`config.mk`:
```
export PLATFORM = sky130hd
export DESIGN_NAME = unsigned_divmod_64_flat
export DESIGN_NICKNAME = d
export VERILOG_FILES = /design/src/rtl/udm_pkg.sv /design/src/rtl/udm_if.sv /design/src/rtl/udm_alu.sv /design/src/rtl/udm_core.sv /design/src/rtl/unsigned_divmod_64.sv /design/src/flat_wrapper.sv
export SDC_FILE = /design/constraint.sdc
export NUM_CORES = 1
export LEC_CHECK = 0
export BUFFER_PORTS_ARGS = -buffer_cell sky130_fd_sc_hd__buf_4
export CORE_MARGIN = 5
export CORE_UTILIZATION = 50
export DETAILED_ROUTE_END_ITERATION = 8
export PLACE_DENSITY = 0.7
export SLEW_MARGIN = 0
export SYNTH_ARGS = -nofsm -noshare
export SYNTH_HDL_FRONTEND = slang
export SYNTH_SLANG_ARGS = --single-unit
```
`constraint.sdc`:
```
create_clock -name i_clk -period 22 [get_ports i_clk]
set_input_delay 1.1 -clock i_clk [delete_from_list [all_inputs] [get_ports i_clk]]
set_output_delay 1.1 -clock i_clk [all_outputs]
set_load 0.1 [all_outputs]
```
`src/rtl/udm_pkg.sv`:
```
`timescale 1ns / 1ps

package udm_pkg;

    localparam int WordW = 64;

    typedef logic [WordW-1:0] t_word;

    typedef enum logic [2:0] {
        S_IDLE,
        S_CHECK,
        S_NORM,
        S_WALK,
        S_HOLD
    } t_state;

    typedef struct packed {
        t_word quotient;
        t_word remainder;
        logic  zero_divisor;
    } t_result;

    typedef struct packed {
        logic  ge;
        logic  eq;
        t_word diff;
    } t_alu_out;

endpackage

```
`src/rtl/udm_if.sv`:
```
`timescale 1ns / 1ps

interface udm_in_if;
    logic           valid;
    logic           ready;
    udm_pkg::t_word dividend;
    udm_pkg::t_word divisor;

    modport source (output valid, output dividend, output divisor, input ready);
    modport sink (input valid, input dividend, input divisor, output ready);
endinterface

interface udm_out_if;
    logic           valid;
    logic           ready;
    udm_pkg::t_word quotient;
    udm_pkg::t_word remainder;
    logic           zero_divisor;

    modport source (output valid, output quotient, output remainder, output zero_divisor,
                    input ready);
    modport sink (input valid, input quotient, input remainder, input zero_divisor,
                  output ready);
endinterface

```
`src/rtl/udm_alu.sv`:
```
`timescale 1ns / 1ps

module udm_alu (
    input  udm_pkg::t_word    i_a,
    input  udm_pkg::t_word    i_b,
    output udm_pkg::t_alu_out o_res
);

    logic [udm_pkg::WordW:0] w_sub;

    assign w_sub = {1'b0, i_a} - {1'b0, i_b};

    always_comb begin
        o_res.diff = w_sub[udm_pkg::WordW-1:0];
        o_res.ge   = ~w_sub[udm_pkg::WordW];
        o_res.eq   = (i_a == i_b);
    end

endmodule

```
`src/rtl/udm_core.sv`:
```
`timescale 1ns / 1ps

module udm_core (
    input  logic             i_clk,
    input  logic             i_rst_n,
    input  logic             i_start,
    input  udm_pkg::t_word   i_dividend,
    input  udm_pkg::t_word   i_divisor,
    input  logic             i_take,
    output logic             o_ready,
    output logic             o_done,
    output udm_pkg::t_result o_result
);

    udm_pkg::t_state   r_state, n_state;
    udm_pkg::t_word    r_num, n_num;
    udm_pkg::t_word    r_den, n_den;
    udm_pkg::t_word    r_bit, n_bit;
    udm_pkg::t_word    r_quo, n_quo;
    logic              r_zero, n_zero;

    udm_pkg::t_word    w_a, w_b;
    udm_pkg::t_word    w_next_den;
    udm_pkg::t_alu_out w_alu;
    logic              w_den_zero;

    assign w_next_den = {r_den[udm_pkg::WordW-2:0], 1'b0};
    assign w_den_zero = (r_den == '0);

    udm_alu u_alu (
        .i_a   (w_a),
        .i_b   (w_b),
        .o_res (w_alu)
    );

    always_comb begin
        n_state = r_state;
        case (r_state)
            udm_pkg::S_IDLE: begin
                if (i_start) n_state = udm_pkg::S_CHECK;
            end
            udm_pkg::S_CHECK: begin
                if (w_den_zero || !w_alu.ge || w_alu.eq) n_state = udm_pkg::S_HOLD;
                else n_state = udm_pkg::S_NORM;
            end
            udm_pkg::S_NORM: begin
                if (r_den[udm_pkg::WordW-1] || w_alu.ge) n_state = udm_pkg::S_WALK;
            end
            udm_pkg::S_WALK: begin
                if (r_bit[0]) n_state = udm_pkg::S_HOLD;
            end
            udm_pkg::S_HOLD: begin
                if (i_take) n_state = udm_pkg::S_IDLE;
            end
            default: n_state = udm_pkg::S_IDLE;
        endcase
    end

    always_comb begin
        n_num  = r_num;
        n_den  = r_den;
        n_bit  = r_bit;
        n_quo  = r_quo;
        n_zero = r_zero;
        w_a    = r_num;
        w_b    = r_den;
        case (r_state)
            udm_pkg::S_IDLE: begin
                if (i_start) begin
                    n_num  = i_dividend;
                    n_den  = i_divisor;
                    n_bit  = udm_pkg::t_word'(1);
                    n_quo  = '0;
                    n_zero = 1'b0;
                end
            end
            udm_pkg::S_CHECK: begin
                if (w_den_zero) begin
                    n_quo  = '1;
                    n_zero = 1'b1;
                end else if (w_alu.ge && w_alu.eq) begin
                    n_quo = udm_pkg::t_word'(1);
                    n_num = '0;
                end
            end
            udm_pkg::S_NORM: begin
                w_a = w_next_den;
                w_b = r_num;
                if (!r_den[udm_pkg::WordW-1] && !w_alu.ge) begin
                    n_den = w_next_den;
                    n_bit = {r_bit[udm_pkg::WordW-2:0], 1'b0};
                end
            end
            udm_pkg::S_WALK: begin
                if (w_alu.ge) begin
                    n_num = w_alu.diff;
                    n_quo = r_quo | r_bit;
                end
                n_den = {1'b0, r_den[udm_pkg::WordW-1:1]};
                n_bit = {1'b0, r_bit[udm_pkg::WordW-1:1]};
            end
            default: begin
            end
        endcase
    end

    always_comb begin
        o_ready               = (r_state == udm_pkg::S_IDLE);
        o_done                = (r_state == udm_pkg::S_HOLD);
        o_result.quotient     = r_quo;
        o_result.remainder    = r_num;
        o_result.zero_divisor = r_zero;
    end

    always_ff @(posedge i_clk) begin
        if (!i_rst_n) begin
            r_state <= udm_pkg::S_IDLE;
        end else begin
            r_state <= n_state;
        end
        r_num  <= n_num;
        r_den  <= n_den;
        r_bit  <= n_bit;
        r_quo  <= n_quo;
        r_zero <= n_zero;
    end

endmodule

```
`src/rtl/unsigned_divmod_64.sv`:
```
`timescale 1ns / 1ps
// From input accept to output valid a word passes the check step, the divisor
// normalization steps and the subtract steps, then the output register.
// Zero divisor and dividend not above divisor finish after the check cycle.
// One word is in the divider at a time; a new word is accepted while a result waits,
// so the next word can be accepted once the last result has moved into the output register.
// Reset is synchronous and active low; it clears the sequencer and the output valid.

module unsigned_divmod_64 (
    input  logic      i_clk,
    input  logic      i_rst_n,
    udm_in_if.sink    i_in,
    udm_out_if.source o_out
);

    logic             w_done;
    logic             w_take;
    logic             w_start;
    udm_pkg::t_result w_result;
    logic             r_out_valid;
    udm_pkg::t_result r_out;

    assign w_start = i_in.valid && i_in.ready;
    assign w_take  = w_done && (!r_out_valid || o_out.ready);

    udm_core u_core (
        .i_clk      (i_clk),
        .i_rst_n    (i_rst_n),
        .i_start    (w_start),
        .i_dividend (i_in.dividend),
        .i_divisor  (i_in.divisor),
        .i_take     (w_take),
        .o_ready    (i_in.ready),
        .o_done     (w_done),
        .o_result   (w_result)
    );

    always_ff @(posedge i_clk) begin
        if (!i_rst_n) begin
            r_out_valid <= 1'b0;
        end else if (w_take) begin
            r_out_valid <= 1'b1;
        end else if (o_out.ready) begin
            r_out_valid <= 1'b0;
        end
        if (w_take) begin
            r_out <= w_result;
        end
    end

    assign o_out.valid        = r_out_valid;
    assign o_out.quotient     = r_out.quotient;
    assign o_out.remainder    = r_out.remainder;
    assign o_out.zero_divisor = r_out.zero_divisor;

endmodule

```
`src/flat_wrapper.sv`:
```
// flat-port wrapper written by rule: the top's interface ports become plain ports
module unsigned_divmod_64_flat 
  (i_clk, i_rst_n, i_in_valid, i_in_dividend, i_in_divisor, i_in_ready, o_out_valid, o_out_quotient, o_out_remainder, o_out_zero_divisor, o_out_ready);
  udm_in_if i_in_i ();
  udm_out_if o_out_i ();
  input  logic i_clk;
  input  logic i_rst_n;
  input wire logic [$bits(i_in_i.valid)-1:0] i_in_valid;
  input wire logic [$bits(i_in_i.dividend)-1:0] i_in_dividend;
  input wire logic [$bits(i_in_i.divisor)-1:0] i_in_divisor;
  output wire logic [$bits(i_in_i.ready)-1:0] i_in_ready;
  output wire logic [$bits(o_out_i.valid)-1:0] o_out_valid;
  output wire logic [$bits(o_out_i.quotient)-1:0] o_out_quotient;
  output wire logic [$bits(o_out_i.remainder)-1:0] o_out_remainder;
  output wire logic [$bits(o_out_i.zero_divisor)-1:0] o_out_zero_divisor;
  input wire logic [$bits(o_out_i.ready)-1:0] o_out_ready;
  assign i_in_i.valid = i_in_valid;
  assign i_in_i.dividend = i_in_dividend;
  assign i_in_i.divisor = i_in_divisor;
  assign i_in_ready = i_in_i.ready;
  assign o_out_valid = o_out_i.valid;
  assign o_out_quotient = o_out_i.quotient;
  assign o_out_remainder = o_out_i.remainder;
  assign o_out_zero_divisor = o_out_i.zero_divisor;
  assign o_out_i.ready = o_out_ready;
  unsigned_divmod_64 u_core (.i_clk(i_clk), .i_rst_n(i_rst_n), .i_in(i_in_i), .o_out(o_out_i));
endmodule
```
==> Word-level counts from Yosys, hierarchy flattened <==
Index checks and enable logic that the tools add are counted.
{ "totals": {"register_bits": 390, "latch_bits": 0, "ramBits": 0, "mem_bits_ro": 0, "output_inout_bits": 131, "elab_cells": 78, "memories": 0} }
{ "classes": {"addsub": 1, "n_mul": 0, "n_div": 0, "magnitude_cmp": 0, "eq_ne": 15, "shifts": 0, "n_mux": 29, "n_bitwise": 2, "n_reduce_logical": 21} }
{ "ops": {"columns": ["operator", "count"], "rows": [
  ["$mux W64", 14],
  ["$pmux W64 S3", 4],
  ["$sub A64 B64 Y65", 1],
  ["$eq A64 B64 Y1", 1],
  ["$logic_not A64 Y1", 1],
  ["$or A64 B64 Y64", 1],
  ["$ne A2 B2 Y1 const B", 9],
  ["$mux W3", 5],
  ["$pmux W3 S5", 1],
  ["$reduce_and A4 Y1", 2],
  ["$eq A3 B2 Y1 const B", 2],
  ["$reduce_and A3 Y1", 2],
  ["$reduce_bool A3 Y1", 2],
  ["$reduce_and A5 Y1", 1],
  ["$logic_and A1 B1 Y1", 4],
  ["$logic_or A1 B1 Y1", 4],
  ["$mux W1", 4],
  ["$reduce_bool A2 Y1", 2],
  ["$eq A3 B1 Y1 const B", 1],
  ["$eq A3 B3 Y1 const B", 1],
  ["$logic_not A3 Y1", 1],
  ["$ne A3 B3 Y1 const B", 1],
  ["$logic_not A1 Y1", 2],
  ["$pmux W1 S2", 1],
  ["$not A1 Y1", 1]
]} }

==> Depth between registers and ports, before layout <==
{ "depth": {"ltp_word": 8, "depth_mapped": 19} }

==> By module <==
From an unflattened synthesis, not the netlist that was laid out.
{ "hier_totals": {"hier_cells": 1893, "hier_area_um2": 21255.4} }
{ "by_module_without_submodules": {"columns": ["mod", "n_inst", "cells_each", "area_each_um2", "seq_area_each_um2"], "rows": [
  ["udm_core", 1, 1112, 13157.6, 7777.5],
  ["udm_alu", 1, 647, 4170.2, 0.0],
  ["unsigned_divmod_64", 1, 134, 3927.5, 3893.7]
]} }

==> Least setup slack after synthesis <==
No wires, ideal clock.
{ "synth_timing": {"path_type": "register to register", "from": "register u_core.u_core.r_state[2]", "to": "register u_core.u_core.r_bit[0], enable pin", "setup_ns": 0.806, "t_arrival_ns": 13.198, "slack_ns": 7.996, "path_stages_with_launch": 17, "n_path_buf": 3, "path_cell_list": "dfxtp_1 nand2b_1 clkbuf_1 nor2_1 clkbuf_1 clkbuf_1 mux2i_1 fa_1 a21o_1 a221oi_2 o211a_1 o21a_1 a311oi_2 o21bai_1 a21oi_1 or2_1 o311ai_1"} }
{ "synth_between": {"elab_chain_len": 6, "elab_cells_between_ends": 12} }
{ "synth_lines": {"columns": ["item", "line", "text"], "rows": [
  ["start: declaration", "udm_core.sv:15", "udm_pkg::t_state r_state, n_state;"],
  ["start signal: assignment", "udm_core.sv:117", "r_state <= udm_pkg::S_IDLE;"],
  ["start signal: assignment", "udm_core.sv:119", "r_state <= n_state;"],
  ["$eq A3 B2 Y1", "udm_core.sv:67", "case (r_state)"],
  ["$mux W64", "udm_core.sv:67", null],
  ["$sub A64 B64 Y65", "udm_alu.sv:11", "assign w_sub = {1'b0, i_a} - {1'b0, i_b};"],
  ["$logic_and A1 B1 Y1", "udm_core.sv:89", "if (!r_den[udm_pkg::WordW-1] && !w_alu.ge) begin"],
  ["$ne A2 B2 Y1 (no source line)", null, null],
  ["$reduce_and A3 Y1 (no source line) *", null, null],
  ["end signal: assignment", "udm_core.sv:123", "r_bit <= n_bit;"],
  ["end: declaration", "udm_core.sv:18", "udm_pkg::t_word r_bit, n_bit;"]
]} }
Mark *: on every way between the ends. The rest lies on a longest branch, timed or not.
A chain may end at the register's enable or synchronous reset.

==> Final worst setup path <==
{ "layout_timing": {"from": "register u_core.u_core.r_state[2]", "to": "register u_core.u_core.r_bit[23], enable pin"} }
The elaborated chain is that of the path after synthesis.

==> run summary <==
Nets - 2283
Startpoint Class - register
Int Power - 0.00171 W
P&R area growth vs syn - 18.4%
Post-synth EDFFs - 386
Synth Instances - 1868
Port bufs - 262
Initial core utilization - 50.4%
Lkg Pwr - 9.88 nW
Synth Area in Simple Gates - 13.0%
Vias - 15500
RSZ-0062 raised after global routing - no
Register-to-Register Setup Slack - 14900 ps
Routed WL - 54900 µm
Post_cts resized - 0
Core Box Area - 40700 µm²
Element type at the critical path end - register
Drt initial violations - 1528
Clock Power Share - 25.6%
# setup viols final - 0
Worst VDD drop - 57.0 µV
Initial antenna violation count - 2
First-pass GRT wire length - 84800 µm
Slew margin rel. - 18.5%
Root buffer cell - clkbuf_16
Mapped Area - 20500 µm²
CTS tree - built
Worst-Skew Late Latency - 570 ps
Part of the power in registers - 39.7%
Final Critical Period - 7100 ps
PwrDens - 112 nW/µm²
Critical path peak fanout - 92
Row count - 74
Sw frac - 37.4%
CP Class - register to register
Routed WL per cell - 20.7 µm
Main combinational cell family by area after synthesis - compound AO/OA/AOI/OAI gates
DRC - 0
Synthesis-stage register bit count - 390
Worst EP required - 22170 ps
XOR/XNOR Fraction of Synth Area - 2.05%
Worst hold slack - 442 ps
Ys Warns - 0
Routability-driven placement congestion ratio - 0.944
Total GRT Usage - 23.7%
Post-synthesis adder-cell area fraction - 4.00%
Proportion of synthesized area in mux cells - 6.24%
Synth area leaders - edfxtp_1 (56%), nand2_1 (8.0%), mux2i_1 (6.2%)
Max Buffers Root-to-Sink - 3
Hold WC Path Type - register to register
Largest area contributor in the netlist - edfxtp_1
Crit share post-route - 32.3%
Setup TNS Final - 0 ps
Largest net degree at the start of global routing - 127
Synth top area share - 56.5%
Die ar. - 45200 µm²
CTS buffer count - 40
Combinational share of power - 34.8%
Ys flop type - edfxtp_1
Max Cap Viol - 0
Final hold violation count - 0
Skew final - 30.5 ps
Sequential element share of the synthesized area - 56.9%
Final ANT Viol Nets - 0
Synth Net Count - 2065
Layout cells sized above 1 - 17.5%
Hpwl dp - 38900 µm
Max-slew violation count - 0
Syn avg cell area - 11.0 µm²
DRT Pass-1 Iters - 5
Worst-margin pin slew - 1220 ps
Asr flop ratio synth - 0%
Number of setup buffers added after CTS - 0
Compound-Gate Fraction of Synth Area - 15.6%
Status - completed
Clock Pin Slew Worst Setup and Hold Paths - 70 ps
Global route total overflow - 0
Chip Width - 213 µm
P_sw - 0.00102 W
Vias in the first global route - 15100
CTS Sinks - 390
Via density - 5.85
Clock H-tree levels - 2
Fmax - 141 MHz
CTS Hold Bufs - 0
Die Y - 213 µm
Netlist cell types - 71
CP Data Arrival Time - 7280 ps
# IOs - 263
==> layer usage <==
layer | track usage (%) | share of wire, % | up-vias
met5 | 0 | 0.013 | -
met4 | 7.83 | 2.9 | 2
met1 | 34.8 | 45 | 7436
li1 | - | - | 7402
met2 | 36.1 | 45 | 581
met3 | 4.01 | 7.7 | 88
==> critical path: stages, from the launching register on <==
cell	delay [ps]
dfxtp_1	460
nand2b_4	430
buf_4	700
or2_2	620
buf_4	500
nand2_1	110
nand2_1	80
ha_1	150
inv_1	60
fa_1	410
a21o_1	210
a221oi_2	390
o211a_1	260
o21a_1	170
a311oi_2	140
o21bai_1	270
a21oi_1	120
or2_1	290
o311ai_4	240
buf_4	850
==> registers in the layout, summed over array words and instances (netlist names) <==
signal                     count
u_core.u_core.r_bit           64
u_core.u_core.r_quo           64
u_core.o_out.valid             1
u_core.o_out.quotient         64
u_core.o_out.zero_divisor      1
u_core.u_core.r_num           64
u_core.u_core.r_den           64
u_core.u_core.r_zero           1
u_core.o_out.remainder        64
u_core.u_core.r_state          3
==> kinds of logic (layout without fill, tap and decap cells) <==
kind of cell | after synthesis | after routing
DFF | 390 | 390
and+or+nand+nor | 622 | 622
other | 0 | 1
xor gates and xnor gates | 48 | 48
muxes | 128 | 128
buffers and inverters | 119 | 367
AOI/OAI and AO/OA | 496 | 496
adders and majority gates | 65 | 65
==> cell usage after synthesis, drive strengths merged (9+ instances only) <==
master and instances:
nand2 438, nand3 25, nor3 15, nor2 52, a22o 68, a21oi 71, a21o 50, xor2 22
edfxtp 386, nand4 15, ha 64, a211oi 9, xnor2 26, buf 19, mux2i 128, inv 18
nor4 22, o21a 11, and3 15, o21ai 216, clkbuf 82
==> final timing paths <==
check	end	cells after the start	from
setup / recovery	u_core.u_core.r_bit[23]	19	u_core.u_core.r_state[2]
setup reg to reg	u_core.u_core.r_bit[23]	19	u_core.u_core.r_state[2]
hold reg to reg	u_core.o_out.zero_divisor	0	u_core.u_core.r_zero
hold / removal	u_core.o_out.zero_divisor	0	u_core.u_core.r_zero
==> stage by stage <==
step / power, W / util [%] / instance area (µm²) / cells / setup slack [ps]
floorplan: 0.00178 / - / 20500 / 1868 / 8000
detailed placement: 0.00203 / 56.4 / 23000 / 2576 / 14960
global route: 0.00288 / 59.6 / 24300 / 2649 / 14300
CTS: 0.00274 / 59.6 / 24300 / 2648 / 14920
global placement: 0.00202 / 56.4 / 23000 / 2576 / 15180
finish: 0.00273 / 59.6 / 24300 / 2649 / 14900
==> power by group through the flow <==
stage	Clock, W	Sequential, W	Combinational [W]
2_1_floorplan	0	0.00118	0.000605
3_3_place_gp	0	0.00109	0.000931
3_5_place_dp	0	0.00110	0.000939
4_1_cts	0.000713	0.00108	0.000945
5_1_grt	0.000741	0.00110	0.00104
6_report	0.000699	0.00108	0.000951
==> placed cells by master (no fill, tap or decap), drive strengths merged, types with 7 or more instances in the layout <==
cell,Yosys,routed
o21a,11,11
nand3,25,25
o31ai,7,7
clkbuf,82,44
o21ai,216,216
mux2i,128,128
nand2b,7,7
nand4,15,15
a21oi,71,71
nor3,15,15
nand2,438,438
xnor2,26,26
inv,18,21
o21bai,8,8
a211oi,9,9
and2,8,8
nor2,52,52
a22o,68,68
a21o,50,50
nor4,22,22
clkinv,0,15
and3,15,15
edfxtp,386,386
a21boi,7,7
buf,19,277
ha,64,64
xor2,22,22
==> final cells by class <==
| cell class | instances | area (µm²) |
|---|---|---|
| fillers | 3393 | 16400 |
| flip-flops and latches | 390 | 11700 |
| multi-input cells | 1359 | 8470 |
| repair buffers | 277 | 2080 |
| clock buffers | 44 | 1020 |
| well taps | 532 | 666 |
| clock inverters | 28 | 320 |
| inverters | 18 | 67.6 |
| diodes | 1 | 2.50 |
No activity file was read; power rests on OpenSTA's default activity.
